`src/mtcd_pkg.sv`:
```
// types, constants and helpers of the calendar date unit
`default_nettype none
package mtcd_pkg;

    localparam int TS_W   = 63;
    localparam int DVS_W  = 20;
    localparam int DIG_W  = 12;
    localparam int N_DIG  = 6;
    localparam int PAD_W  = DIG_W * N_DIG;
    localparam int RCP_W  = DVS_W + DIG_W;
    localparam int CNT_W  = 3;

    localparam logic [DVS_W-1:0] US_PER_SEC  = 20'd1000000;
    localparam logic [DVS_W-1:0] SEC_PER_DAY = 20'd86400;
    localparam logic [DVS_W-1:0] SEC_PER_MIN = 20'd60;
    localparam logic [DVS_W-1:0] DAYS_WEEK   = 20'd7;
    localparam logic [DVS_W-1:0] DAYS_LONG   = 20'd366;
    localparam logic [DVS_W-1:0] YEARS_CENT  = 20'd100;
    localparam logic [DVS_W-1:0] YEARS_QUAD  = 20'd400;
    localparam logic [2:0]       OFFSET_RST  = 3'd3;

    // reciprocals scaled by two to the 32, rounded down
    localparam logic [63:0] RCP_ONE = 64'h1_0000_0000;
    localparam logic [RCP_W-1:0] RCP_US   = RCP_W'(RCP_ONE / 64'(US_PER_SEC));
    localparam logic [RCP_W-1:0] RCP_DAY  = RCP_W'(RCP_ONE / 64'(SEC_PER_DAY));
    localparam logic [RCP_W-1:0] RCP_MIN  = RCP_W'(RCP_ONE / 64'(SEC_PER_MIN));
    localparam logic [RCP_W-1:0] RCP_WEEK = RCP_W'(RCP_ONE / 64'(DAYS_WEEK));
    localparam logic [RCP_W-1:0] RCP_LONG = RCP_W'(RCP_ONE / 64'(DAYS_LONG));
    localparam logic [RCP_W-1:0] RCP_CENT = RCP_W'(RCP_ONE / 64'(YEARS_CENT));
    localparam logic [RCP_W-1:0] RCP_QUAD = RCP_W'(RCP_ONE / 64'(YEARS_QUAD));

    localparam logic [8:0] MONTH_START [12] = '{
        9'd0, 9'd31, 9'd59, 9'd90, 9'd120, 9'd151,
        9'd181, 9'd212, 9'd243, 9'd273, 9'd304, 9'd334
    };

    typedef enum logic [2:0] {
        S_IDLE, S_DIV_GO, S_DIV_WAIT, S_BASE, S_YEAR, S_YDAY, S_MONTH, S_DONE
    } t_state;

    typedef enum logic [2:0] {
        OP_US, OP_DAY, OP_MIN, OP_HOUR, OP_WEEK, OP_Y366, OP_C100, OP_C400
    } t_div_op;

    typedef enum logic [1:0] {
        PH_EST, PH_SUB, PH_FIX
    } t_div_phase;

    typedef struct packed {
        logic    load_in;
        logic    div_start;
        logic    div_capture;
        t_div_op div_op;
        logic    base_init;
        logic    year_step;
        logic    yday_calc;
        logic    mon_step;
        logic    out_load;
    } t_cmd;

    typedef struct packed {
        logic div_done;
        logic year_more;
        logic mon_more;
    } t_status;

    // gregorian leap rule from the year residues
    function automatic logic is_leap(input logic [1:0] m4, input logic [6:0] m100,
                                     input logic [8:0] m400);
        is_leap = (m4 == 2'd0) && ((m100 != 7'd0) || (m400 == 9'd0));
    endfunction

endpackage
`default_nettype wire

```
`src/microsecond_time_to_calendar_date_unit.sv`:
```
// sequence: eight constant divisions on the shared divider, one twelve-bit digit at a
// time, then the year step search and the month search; a new timestamp is taken only
// when the unit is idle, after the last result has been loaded into the output registers
// reset: synchronous active low, clears control, offset back to 3
`default_nettype none
module microsecond_time_to_calendar_date_unit
    import mtcd_pkg::*;
(
    input  wire logic            i_clk,
    input  wire logic            i_rst_n,
    input  wire logic            i_valid,
    output logic                 o_stall,
    input  wire logic [TS_W-1:0] i_timestamp_us,
    output logic                 o_valid,
    input  wire logic            i_stall,
    output logic [18:0]          o_year,
    output logic [8:0]           o_day_of_year,
    output logic [2:0]           o_weekday,
    output logic [3:0]           o_month,
    output logic [4:0]           o_day_of_month,
    output logic [4:0]           o_hour,
    output logic [5:0]           o_minute,
    output logic [5:0]           o_second,
    input  wire logic            i_cfg_we,
    input  wire logic [2:0]      i_cfg_data
);

    t_cmd    w_cmd;
    t_status w_status;

    mtcd_ctrl u_ctrl (
        .i_clk    (i_clk),
        .i_rst_n  (i_rst_n),
        .i_valid  (i_valid),
        .o_stall  (o_stall),
        .o_valid  (o_valid),
        .i_stall  (i_stall),
        .i_status (w_status),
        .o_cmd    (w_cmd)
    );

    mtcd_dp u_dp (
        .i_clk          (i_clk),
        .i_rst_n        (i_rst_n),
        .i_cmd          (w_cmd),
        .i_timestamp_us (i_timestamp_us),
        .i_cfg_we       (i_cfg_we),
        .i_cfg_data     (i_cfg_data),
        .o_status       (w_status),
        .o_year         (o_year),
        .o_day_of_year  (o_day_of_year),
        .o_weekday      (o_weekday),
        .o_month        (o_month),
        .o_day_of_month (o_day_of_month),
        .o_hour         (o_hour),
        .o_minute       (o_minute),
        .o_second       (o_second)
    );

endmodule
`default_nettype wire

```
`src/mtcd_div.sv`:
```
// shared constant divider, twelve-bit digits by reciprocal estimate and correction
`default_nettype none
module mtcd_div
    import mtcd_pkg::*;
(
    input  wire logic             i_clk,
    input  wire logic             i_rst_n,
    input  wire logic             i_start,
    input  wire logic [TS_W-1:0]  i_dividend,
    input  wire logic [DVS_W-1:0] i_divisor,
    input  wire logic [RCP_W-1:0] i_recip,
    output logic                  o_done,
    output logic [TS_W-1:0]       o_quotient,
    output logic [DVS_W-1:0]      o_remainder
);

    logic [PAD_W-1:0]   r_dvd;
    logic [PAD_W-1:0]   r_quo;
    logic [DVS_W-1:0]   r_rem;
    logic [DVS_W-1:0]   r_dvs;
    logic [RCP_W-1:0]   r_rcp;
    logic [DIG_W-1:0]   r_qest;
    logic [DVS_W:0]     r_part;
    logic [CNT_W-1:0]   r_cnt;
    t_div_phase         r_phase;
    logic               r_busy, r_done;
    logic [RCP_W-1:0]   w_y;
    logic [2*RCP_W-1:0] w_prod;
    logic [RCP_W-1:0]   w_qd;
    logic [RCP_W-1:0]   w_diff;
    logic               w_fix;
    logic [DVS_W:0]     w_rem_fix;

    // partial remainder with the next digit, estimate, product and correction
    always_comb begin
        w_y       = {r_rem, r_dvd[PAD_W-1 -: DIG_W]};
        w_prod    = (2*RCP_W)'(w_y) * (2*RCP_W)'(r_rcp);
        w_qd      = RCP_W'(r_qest) * RCP_W'(r_dvs);
        w_diff    = w_y - w_qd;
        w_fix     = (r_part >= {1'b0, r_dvs});
        w_rem_fix = w_fix ? (r_part - {1'b0, r_dvs}) : r_part;
    end

    // digit count and phase: estimate, subtract and fix for each digit
    always_ff @(posedge i_clk) begin
        if (!i_rst_n) begin
            r_busy  <= 1'b0;
            r_done  <= 1'b0;
            r_cnt   <= '0;
            r_phase <= PH_EST;
        end else begin
            r_done <= 1'b0;
            if (i_start) begin
                r_busy  <= 1'b1;
                r_cnt   <= CNT_W'(N_DIG);
                r_phase <= PH_EST;
            end else if (r_busy) begin
                case (r_phase)
                    PH_EST: r_phase <= PH_SUB;
                    PH_SUB: r_phase <= PH_FIX;
                    PH_FIX: begin
                        r_phase <= PH_EST;
                        r_cnt   <= r_cnt - CNT_W'(1);
                        if (r_cnt == CNT_W'(1)) begin
                            r_busy <= 1'b0;
                            r_done <= 1'b1;
                        end
                    end
                    default: r_phase <= PH_EST;
                endcase
            end
        end
    end

    // operand and result registers
    always_ff @(posedge i_clk) begin
        if (i_start) begin
            r_dvd <= PAD_W'(i_dividend);
            r_quo <= '0;
            r_rem <= '0;
            r_dvs <= i_divisor;
            r_rcp <= i_recip;
        end else if (r_busy) begin
            case (r_phase)
                PH_EST: r_qest <= w_prod[RCP_W +: DIG_W];
                PH_SUB: r_part <= w_diff[DVS_W:0];
                PH_FIX: begin
                    r_rem <= w_rem_fix[DVS_W-1:0];
                    r_quo <= {r_quo[PAD_W-DIG_W-1:0], r_qest + DIG_W'(w_fix)};
                    r_dvd <= {r_dvd[PAD_W-DIG_W-1:0], DIG_W'(0)};
                end
                default: r_part <= r_part;
            endcase
        end
    end

    assign o_done      = r_done;
    assign o_quotient  = r_quo[TS_W-1:0];
    assign o_remainder = r_rem;

endmodule
`default_nettype wire

```
`src/mtcd_dp.sv`:
```
// datapath: operand selection, year and month search, result registers
`default_nettype none
module mtcd_dp
    import mtcd_pkg::*;
(
    input  wire logic            i_clk,
    input  wire logic            i_rst_n,
    input  wire t_cmd            i_cmd,
    input  wire logic [TS_W-1:0] i_timestamp_us,
    input  wire logic            i_cfg_we,
    input  wire logic [2:0]      i_cfg_data,
    output t_status              o_status,
    output logic [18:0]          o_year,
    output logic [8:0]           o_day_of_year,
    output logic [2:0]           o_weekday,
    output logic [3:0]           o_month,
    output logic [4:0]           o_day_of_month,
    output logic [4:0]           o_hour,
    output logic [5:0]           o_minute,
    output logic [5:0]           o_second
);

    logic [2:0]   r_offset;
    logic [TS_W-1:0] r_ts;
    logic [43:0]  r_secs;
    logic [26:0]  r_day;
    logic [16:0]  r_day_sec;
    logic [10:0]  r_day_min;
    logic [5:0]   r_sec, r_min;
    logic [4:0]   r_hour;
    logic [2:0]   r_wday;
    logic [18:0]  r_year;
    logic [1:0]   r_m4;
    logic [6:0]   r_m100;
    logic [8:0]   r_m400;
    logic [12:0]  r_q100;
    logic [10:0]  r_q400;
    logic [27:0]  r_dty;
    logic [8:0]   r_yday;
    logic [3:0]   r_mon;

    logic [TS_W-1:0]  w_dvd;
    logic [DVS_W-1:0] w_dvs;
    logic [RCP_W-1:0] w_rcp;
    logic             w_done;
    logic [TS_W-1:0]  w_quo;
    logic [DVS_W-1:0] w_rem;
    logic [1:0]       n_m4;
    logic [6:0]       n_m100;
    logic [8:0]       n_m400;
    logic             w_leap, w_leap_next;
    logic [8:0]       w_first;

    // weekday offset register
    always_ff @(posedge i_clk) begin
        if (!i_rst_n) begin
            r_offset <= OFFSET_RST;
        end else if (i_cfg_we) begin
            r_offset <= i_cfg_data;
        end
    end

    // divider operands, dividend aligned to the bottom
    always_comb begin
        case (i_cmd.div_op)
            OP_US: begin
                w_dvd = r_ts; w_dvs = US_PER_SEC; w_rcp = RCP_US;
            end
            OP_DAY: begin
                w_dvd = TS_W'(r_secs); w_dvs = SEC_PER_DAY; w_rcp = RCP_DAY;
            end
            OP_MIN: begin
                w_dvd = TS_W'(r_day_sec); w_dvs = SEC_PER_MIN; w_rcp = RCP_MIN;
            end
            OP_HOUR: begin
                w_dvd = TS_W'(r_day_min); w_dvs = SEC_PER_MIN; w_rcp = RCP_MIN;
            end
            OP_WEEK: begin
                w_dvd = TS_W'(28'({1'b0, r_day} + 28'(r_offset)));
                w_dvs = DAYS_WEEK; w_rcp = RCP_WEEK;
            end
            OP_Y366: begin
                w_dvd = TS_W'(r_day); w_dvs = DAYS_LONG; w_rcp = RCP_LONG;
            end
            OP_C100: begin
                w_dvd = TS_W'(r_year); w_dvs = YEARS_CENT; w_rcp = RCP_CENT;
            end
            OP_C400: begin
                w_dvd = TS_W'(r_year); w_dvs = YEARS_QUAD; w_rcp = RCP_QUAD;
            end
            default: begin
                w_dvd = r_ts; w_dvs = US_PER_SEC; w_rcp = RCP_US;
            end
        endcase
    end

    mtcd_div u_div (
        .i_clk       (i_clk),
        .i_rst_n     (i_rst_n),
        .i_start     (i_cmd.div_start),
        .i_dividend  (w_dvd),
        .i_divisor   (w_dvs),
        .i_recip     (w_rcp),
        .o_done      (w_done),
        .o_quotient  (w_quo),
        .o_remainder (w_rem)
    );

    // year residues one step on, leap flags and the month's first day
    always_comb begin
        n_m4        = r_m4 + 2'd1;
        n_m100      = (r_m100 == 7'd99) ? 7'd0 : r_m100 + 7'd1;
        n_m400      = (r_m400 == 9'd399) ? 9'd0 : r_m400 + 9'd1;
        w_leap      = is_leap(r_m4, r_m100, r_m400);
        w_leap_next = is_leap(n_m4, n_m100, n_m400);
        w_first     = MONTH_START[r_mon] + ((r_mon >= 4'd2) ? 9'(w_leap) : 9'd0);
    end

    assign o_status.div_done  = w_done;
    assign o_status.year_more = (r_dty <= {1'b0, r_day});
    assign o_status.mon_more  = (r_yday < w_first) && (r_mon != 4'd0);

    // working registers
    always_ff @(posedge i_clk) begin
        if (i_cmd.load_in) begin
            r_ts <= i_timestamp_us;
        end
        if (i_cmd.div_capture) begin
            case (i_cmd.div_op)
                OP_US:   r_secs <= w_quo[43:0];
                OP_DAY: begin
                    r_day     <= w_quo[26:0];
                    r_day_sec <= w_rem[16:0];
                end
                OP_MIN: begin
                    r_day_min <= w_quo[10:0];
                    r_sec     <= w_rem[5:0];
                end
                OP_HOUR: begin
                    r_hour <= w_quo[4:0];
                    r_min  <= w_rem[5:0];
                end
                OP_WEEK: r_wday <= w_rem[2:0];
                OP_Y366: begin
                    r_year <= w_quo[18:0];
                    r_m4   <= w_quo[1:0];
                end
                OP_C100: begin
                    r_q100 <= w_quo[12:0];
                    r_m100 <= w_rem[6:0];
                end
                OP_C400: begin
                    r_q400 <= w_quo[10:0];
                    r_m400 <= w_rem[8:0];
                end
                default: r_secs <= r_secs;
            endcase
        end
        // days through the start year
        if (i_cmd.base_init) begin
            r_dty <= 28'(28'(r_year) * 28'd365) + 28'(r_year[18:2])
                     - 28'(r_q100) + 28'(r_q400);
        end
        // step the year up by one
        if (i_cmd.year_step) begin
            r_year <= r_year + 19'd1;
            r_m4   <= n_m4;
            r_m100 <= n_m100;
            r_m400 <= n_m400;
            r_dty  <= r_dty + 28'd365 + 28'(w_leap_next);
        end
        if (i_cmd.yday_calc) begin
            r_yday <= 9'({1'b0, r_day} - (r_dty - 28'd365 - 28'(w_leap)));
            r_mon  <= 4'd11;
        end
        if (i_cmd.mon_step) begin
            r_mon <= r_mon - 4'd1;
        end
    end

    // output registers
    always_ff @(posedge i_clk) begin
        if (i_cmd.out_load) begin
            o_year         <= r_year;
            o_day_of_year  <= r_yday;
            o_weekday      <= r_wday;
            o_month        <= r_mon;
            o_day_of_month <= 5'(r_yday - w_first + 9'd1);
            o_hour         <= r_hour;
            o_minute       <= r_min;
            o_second       <= r_sec;
        end
    end

endmodule
`default_nettype wire

```
`src/mtcd_ctrl.sv`:
```
// controller: sequences divisions, year and month search, output handoff
`default_nettype none
module mtcd_ctrl
    import mtcd_pkg::*;
(
    input  wire logic    i_clk,
    input  wire logic    i_rst_n,
    input  wire logic    i_valid,
    output logic         o_stall,
    output logic         o_valid,
    input  wire logic    i_stall,
    input  wire t_status i_status,
    output t_cmd         o_cmd
);

    t_state  r_state, n_state;
    t_div_op r_op, n_op;
    logic    r_out_valid, n_out_valid;
    logic    w_out_free;

    assign w_out_free = !r_out_valid || !i_stall;

    // next state
    always_comb begin
        n_state = r_state;
        n_op    = r_op;
        case (r_state)
            S_IDLE: begin
                if (i_valid) begin
                    n_state = S_DIV_GO;
                    n_op    = OP_US;
                end
            end
            S_DIV_GO:   n_state = S_DIV_WAIT;
            S_DIV_WAIT: begin
                if (i_status.div_done) begin
                    if (r_op == OP_C400) begin
                        n_state = S_BASE;
                    end else begin
                        n_state = S_DIV_GO;
                        n_op    = t_div_op'(r_op + 3'd1);
                    end
                end
            end
            S_BASE: n_state = S_YEAR;
            S_YEAR: begin
                if (!i_status.year_more) begin
                    n_state = S_YDAY;
                end
            end
            S_YDAY: n_state = S_MONTH;
            S_MONTH: begin
                if (!i_status.mon_more) begin
                    n_state = S_DONE;
                end
            end
            S_DONE: begin
                if (w_out_free) begin
                    n_state = S_IDLE;
                end
            end
            default: n_state = S_IDLE;
        endcase
    end

    // command outputs
    always_comb begin
        o_cmd             = '0;
        o_cmd.div_op      = r_op;
        o_stall           = (r_state != S_IDLE);
        n_out_valid       = r_out_valid && i_stall;
        case (r_state)
            S_IDLE:     o_cmd.load_in     = i_valid;
            S_DIV_GO:   o_cmd.div_start   = 1'b1;
            S_DIV_WAIT: o_cmd.div_capture = i_status.div_done;
            S_BASE:     o_cmd.base_init   = 1'b1;
            S_YEAR:     o_cmd.year_step   = i_status.year_more;
            S_YDAY:     o_cmd.yday_calc   = 1'b1;
            S_MONTH:    o_cmd.mon_step    = i_status.mon_more;
            S_DONE: begin
                o_cmd.out_load = w_out_free;
                if (w_out_free) begin
                    n_out_valid = 1'b1;
                end
            end
            default: o_cmd = '0;
        endcase
    end

    // state registers
    always_ff @(posedge i_clk) begin
        if (!i_rst_n) begin
            r_state     <= S_IDLE;
            r_op        <= OP_US;
            r_out_valid <= 1'b0;
        end else begin
            r_state     <= n_state;
            r_op        <= n_op;
            r_out_valid <= n_out_valid;
        end
    end

    assign o_valid = r_out_valid;

endmodule
`default_nettype wire

```
`config.mk`:
```
export PLATFORM = sky130hd
export DESIGN_NAME = microsecond_time_to_calendar_date_unit
export DESIGN_NICKNAME = d
export VERILOG_FILES = /design/src/mtcd_pkg.sv /design/src/microsecond_time_to_calendar_date_unit.sv /design/src/mtcd_div.sv /design/src/mtcd_dp.sv /design/src/mtcd_ctrl.sv
export SDC_FILE = /design/constraint.sdc
export NUM_CORES = 2
export LEC_CHECK = 0
export BUFFER_PORTS_ARGS = -buffer_cell sky130_fd_sc_hd__clkbuf_2
export CAP_MARGIN = 20
export CORE_MARGIN = 1
export CORE_UTILIZATION = 59
export DETAILED_ROUTE_END_ITERATION = 7
export PLACE_DENSITY = 0.91
export SYNTH_ARGS = -nofsm -noshare
export SYNTH_HDL_FRONTEND = slang
export SYNTH_SLANG_ARGS = --single-unit
```
`constraint.sdc`:
```
create_clock -name i_clk -period 6.5 [get_ports i_clk]
set_input_delay 0.975 -clock i_clk [delete_from_list [all_inputs] [get_ports i_clk]]
set_output_delay 0.975 -clock i_clk [all_outputs]
set_load 0.005 [all_outputs]
```
After elaboration in Yosys (flattened, before gate mapping)
Memories as Yosys holds them, arrays and structs flattened.
Index checks and enable logic that the tools add are counted.
W data, S select, Z words.
- register bits: 579
- bits in read-only memories: 144
- bits of input ports: 71
- output and inout bits: 59
- word-level logic and storage cells: 211
- memories: 1
- memories (memory ; depth ; bits a word ; rd ports ; clocked after Yosys merged registers in ; write ports ; line ; text):
    (name not given) ; 16 ; 9 ; 1 ; 0 ; 0 ; mtcd_dp.sv:116 ; w_first = MONTH_START[r_mon] + ((r_mon >= 4'd2) ? 9'(w_leap) : 9'd0);
- $add $sub $neg: 22
- multipliers: 3
- order comparisons: 5
- equality and inequality tests: 25
- mux-type cells: 58
- bitwise gates (word level): 5
- reductions and logical operators: 49
- operators by type and width (operator ; number):
    $pmux W63 S7 ; 1
    $pmux W32 S7 ; 1
    $mux W63 ; 3
    $pmux W20 S7 ; 1
    $mux W19 ; 3
    $mux W28 ; 2
    $mux W9 ; 6
    $mul A32 B32 Y44 ; 1
    $mux W3 ; 11
    $add A27 B3 Y28 ; 1
    $add A28 B1 Y28 ; 1
    $add A28 B11 Y28 ; 1
    $add A28 B17 Y28 ; 1
    $add A28 B9 Y28 const B ; 1
    $le A28 B27 Y1 ; 1
    $mul A19 B9 Y28 const B ; 1
    $mux W7 ; 4
    $sub A28 B13 Y28 ; 1
    $eq A3 B3 Y1 const B ; 8
    $pmux W3 S8 ; 1
    $reduce_and A2 Y1 ; 12
    $ge A21 B20 Y1 ; 1
    $mul A12 B20 Y21 ; 1
    $sub A21 B21 Y21 ; 1
    other kinds (49) ; 102

Logic depth before layout (Yosys ltp)
- depth in word-level cells: 9
- gate-level depth with buffers: 27
- gate-level depth less buffers: 26

Modules after synthesis
Synthesis repeated with hierarchy kept, for this count alone.
- cells, all modules: 6157
- area total of the unflattened synthesis: 62820.2 sq um
- by module, submodules not included (module ; times used ; cells an instance ; area an instance (sq um) ; sequential area each (sq um)):
    mtcd_div ; 1 ; 4204 ; 40607.7 ; 6426.2
    mtcd_dp ; 1 ; 1900 ; 21744.6 ; 10299.9
    mtcd_ctrl ; 1 ; 53 ; 467.9 ; 140.1

Worst setup path after synthesis
OpenSTA, ideal clock, no wires.
- path type: reg-to-reg
- start: reg u_dp.u_div.r_dvs[18] (netlist name)
- end: reg u_dp.u_div.r_qest[11], data pin
- library setup time: 0.260 ns
- arrival: 6.914 ns
- data required time: 6.240 ns
- path slack: -0.674 ns
- cell stages (with the launch flop): 26
- buffers on the path: 1
- clock period less this slack: 7.174 ns
- path through: edfxtp_1 inv_1 clkbuf_1 nor2_1 fa_1 fa_1 fa_1 inv_1 fa_1 inv_1 fa_1 inv_1 fa_1 inv_1 fa_1 fa_1 ha_1 nand3_1 or2_2 or4_1 o22ai_1 a21o_1 a221oi_2 o21bai_1 a21oi_1 xnor2_1
- RTL lines (what ; line ; text):
    end signal, assigned ; mtcd_div.sv:85 ; PH_EST: r_qest <= w_prod[RCP_W +: DIG_W];
    end, declared ; mtcd_div.sv:22 ; logic [DIG_W-1:0] r_qest;

Worst setup path after layout
- start: reg u_dp.u_div.r_rcp[5]
- end: reg u_dp.u_div.r_qest[10], data pin
- cells in the longest elaborated chain, start to end: 1
- ends and longest elaborated chain (what ; line ; text):
    start, declared ; mtcd_div.sv:21 ; logic [RCP_W-1:0] r_rcp;
    start signal, assigned ; mtcd_div.sv:82 ; r_rcp <= i_recip;
    $mul A32 B32 Y44 ; mtcd_div.sv:37 ; w_prod = (2*RCP_W)'(w_y) * (2*RCP_W)'(r_rcp);
    named net u_dp.u_div.w_prod[42] ; mtcd_div.sv:28 ; logic [2*RCP_W-1:0] w_prod;
The timed path passes the listed nets, and every way through them passes these cells.
A chain may end at the register's enable or synchronous reset.

==> results.sh <==
export IMPL_status="finished with violations"
export IMPL_violations="setup timing"
export IMPL_hold_viol=0
export IMPL_yosys_area_share_simple=0.1303
export IMPL_wl_per_cell_um=23.54
export IMPL_regToRegStartpoint="u_dp.u_div.r_rcp[5]"
export IMPL_whs_ps=417.8
export IMPL_htreeDepth=2
export IMPL_leakage_nw=29.65
export IMPL_clock_sinks=557
export IMPL_syn_instance_count=5461
export IMPL_antenna_found_initial=10
export IMPL_worst_slack_ps=-1044
export IMPL_grt_ovfl_total=0
export IMPL_rrSetupSlack_ps=-1040
export IMPL_fin_cells=7088
export IMPL_synth_compound_area_share=0.06258
export IMPL_grt_start_max_net_pins=90
export IMPL_core_area_um2=95010
export IMPL_worstSetupPathType="flip-flop to flip-flop"
export IMPL_crit_chain="buf_6 > and2_4 > fa_1 > fa_1 > fa_1 > inv_1 > fa_1 > inv_1 > fa_1 > fa_1 > fa_1 > fa_1 > ha_4 > o21a_1 > o21a_1 > o211ai_1 > o21a_1 > o22ai_4 > buf_6 > a21o_4 > a221oi_4 > o21bai_2 > buf_4 > xor2_1"
export IMPL_slowest_delay_ps=620
export IMPL_synthDistinctLibCells=73
export IMPL_crit_path_max_fanout=7
export IMPL_synth_top_family_by_area="adder cells"
export IMPL_slew_headroom=0.2926
export IMPL_hp_start="u_dp.r_hour[0]"
export IMPL_vias=42719
export IMPL_netlist_area_um2=56610
export IMPL_yosys_top_cells_area="fa_1, edfxtp_1, ha_1, inv_1, and2_1"
export IMPL_fmax_ghz=0.1326
export IMPL_drcViolationCount=0
export IMPL_final_area_um2=63350
export IMPL_grt_pass1_vias=45529
export IMPL_top_level_ports=130
export IMPL_grtUsageTotal=0.3461
export IMPL_ys_seq_area_frac=0.2796
export IMPL_vdd_drop_max_uv=594.7
export IMPL_netlist_area_leader_share=0.2875
export IMPL_cts_tree="yes"
export IMPL_synthXorXnorAreaFrac=0.03389
export IMPL_tightest_slew_ps=1057
export IMPL_slowest_stage="fa_1"
export IMPL_ctsLongestPathBuffers=3
export IMPL_synthArstFlopShare=0
export IMPL_syn_nets=6866
export IMPL_endpoint_kind="flip-flop"
export IMPL_drv_slew=0
export IMPL_final_nets=7174
export IMPL_wl_um=166800
export IMPL_initial_core_util=0.5958
export IMPL_ys_warn_count=0
export IMPL_cts_buffers=60
export IMPL_crit_family="adder cells"
export IMPL_die_x_um=311.7
export IMPL_first_pass_iters=8
export IMPL_period_needed_ps=7544
export IMPL_vias_per_cell=6.027
export IMPL_drive_above_1_share=0.1163
export IMPL_die_area_um2=97180
export IMPL_grt_pass1_wl_um=256500
export IMPL_syn_avg_cell_area_um2=10.37
export IMPL_mostFrequentLayoutCells="inv_1, fa_1, nand2_1"
export IMPL_synth_seq_cells=557
export IMPL_start_kind="flip-flop"
export IMPL_layout_commonest_cell="inv_1"
export IMPL_cp_data_required_time_ps=6920
export IMPL_area_growth_pct=11.91
export IMPL_yosys_mux_area_fraction=0.005902
export IMPL_cts_clk_slew_worst_paths_ps=70
export IMPL_timing_final_crit_share=1.161
export IMPL_die_h_um=311.7
export IMPL_critPathArrivalTime_ps=7970
export IMPL_synth_edf_count=467
export IMPL_worstSkewPairLatency_ps=680
export IMPL_portBuffers=129
export IMPL_antenna_left=0
export IMPL_p_per_area_nw_per_um2=265.9
export IMPL_synth_adder_area_share=0.4027
export IMPL_hold_path_class="flip-flop to flip-flop"
export IMPL_crit_top_cell="fa_1"
export IMPL_rsz0062_at_grt="yes"
export IMPL_place_congestion=1.008
export IMPL_drt_iter0_drc=5535
export IMPL_ys_flop_type="edfxtp_1"
export IMPL_synth_area_leader_cell="fa_1"
export IMPL_setup_viol=12
export IMPL_path_buf_inv=5
export IMPL_dp_cells=6956
export IMPL_clockRootBuffer="clkbuf_16"
export IMPL_rows=113
export IMPL_post_dp_cell_area_um2=60780
export IMPL_drv_cap=0
export IMPL_finalClockSkew_ps=22.50
export IMPL_place_hpwl_um=127500
export IMPL_startpoint="u_dp.u_div.r_rcp[5]"
==> kinds of logic (layout without fill, tap and decap cells) <==
logic type	after synthesis	in the layout
multiplexers	31	31
buffers and inverters	1281	1640
other	0	3
AND/OR/NAND/NOR	1499	1499
XOR/XNOR	219	219
flip-flops	557	557
adder cells (fa/ha/maj)	1334	1334
AO/OA/AOI/OAI	540	540
==> power by group <==
group / internal [mW] / leakage (nW) / switching [mW]
registers: 4.44 / 5.04 / 0.156
logic: 3.68 / 23.6 / 4.86
clock network: 2.12 / 1.01 / 1.59
total: 10.2 / 29.7 / 6.61
==> Yosys cell counts, types with 17 or more instances <==
cell / n
mux2_2: 19
nor2b_1: 18
nand3_1: 63
xnor2_1: 159
a221oi_1: 30
nand4_1: 19
clkbuf_1: 213
dfxtp_1: 90
a222oi_1: 21
a211oi_1: 22
nor3_1: 27
inv_1: 1052
ha_1: 521
o21a_1: 17
nand2_1: 560
fa_1: 813
and2_1: 519
a31oi_1: 17
a21oi_1: 149
edfxtp_1: 467
nor2_1: 211
xor2_1: 60
a21o_1: 52
o21ai_0: 127
and3_1: 22
==> layout make-up <==
class	instances	area, um2
Timing Repair Buffer	471	3581
Antenna cell	3	7.507
Clock buffer	79	1685
Sequential cell	557	15840
Clock inverter	34	415.4
Tap cell	1265	1583
Inverter	1056	3968
Multi-Input combinational cell	3623	36270
Fill cell	6485	31670
==> path summary, 6_finish.rpt <==
check	end	depth (start not counted)
setup / recovery	u_dp.u_div.r_qest[10]	24
setup reg to reg	u_dp.u_div.r_qest[10]	24
hold reg to reg	u_dp.o_hour[0]	0
hold / removal	u_dp.o_hour[0]	0
==> sequential cells by signal, summed over array words and instances (netlist names), 7 cells and up <==
register / count
u_dp.r_q400: 11
u_dp.r_q100: 13
u_dp.r_day: 27
u_dp.u_div.r_dvs: 12
u_dp.r_yday: 9
u_dp.u_div.r_quo: 44
u_dp.u_div.r_part: 21
u_dp.r_day_min: 11
u_dp.r_year: 19
u_dp.r_m100: 7
u_dp.u_div.r_dvd: 72
u_dp.o_day_of_year: 9
u_dp.r_day_sec: 17
u_dp.u_div.r_rcp: 18
u_dp.u_div.r_qest: 12
u_dp.o_year: 19
u_dp.r_dty: 28
u_dp.u_div.o_remainder: 20
u_dp.r_ts: 63
u_dp.r_m400: 9
u_dp.r_secs: 44
==> metrics by stage <==
step           TNS [ps]  setup WS, ps    util  total power [mW]
3_3_place_gp      -9811         -1018  0.6395             12.36
5_1_grt          -12400         -1208  0.6667             17.88
2_1_floorplan     -2899        -480.3       -             10.47
3_5_place_dp     -10950         -1125  0.6397             12.71
6_report         -10570         -1044  0.6667             16.85
4_1_cts           -9062        -917.4  0.6639             16.63
==> worst register-to-register path, stage by stage (launching register included) <==
cell,delay [ps]
edfxtp_1,490
buf_6,190
and2_4,150
fa_1,540
fa_1,460
fa_1,600
inv_1,70
fa_1,490
inv_1,50
fa_1,450
fa_1,560
fa_1,450
fa_1,620
ha_4,220
o21a_1,180
o21a_1,180
o211ai_1,240
o21a_1,190
o22ai_4,80
buf_6,140
a21o_4,250
a221oi_4,280
o21bai_2,130
buf_4,150
xor2_1,130
==> repair_timing <==
| action | 4_1_cts | 5_1_grt |
|---|---|---|
| endpoints found under the setup margin | 12 | 12 |
| hold endpoints to repair | 0 | 0 |
| hold buffers | 0 | 0 |
| buffers inserted | 6 | 8 |
| pin swaps | 24 | 34 |
| gates resized for setup | 40 | 51 |
| gates cloned | 1 | 0 |
==> routing by layer <==
layer  GRT usage  wire (um)
met3      0.1020      23240
met1      0.4441      57980
met2      0.5249      73870
met4      0.1953      11540
met5    0.009387        197
Power figures use the tool's default switching activity.
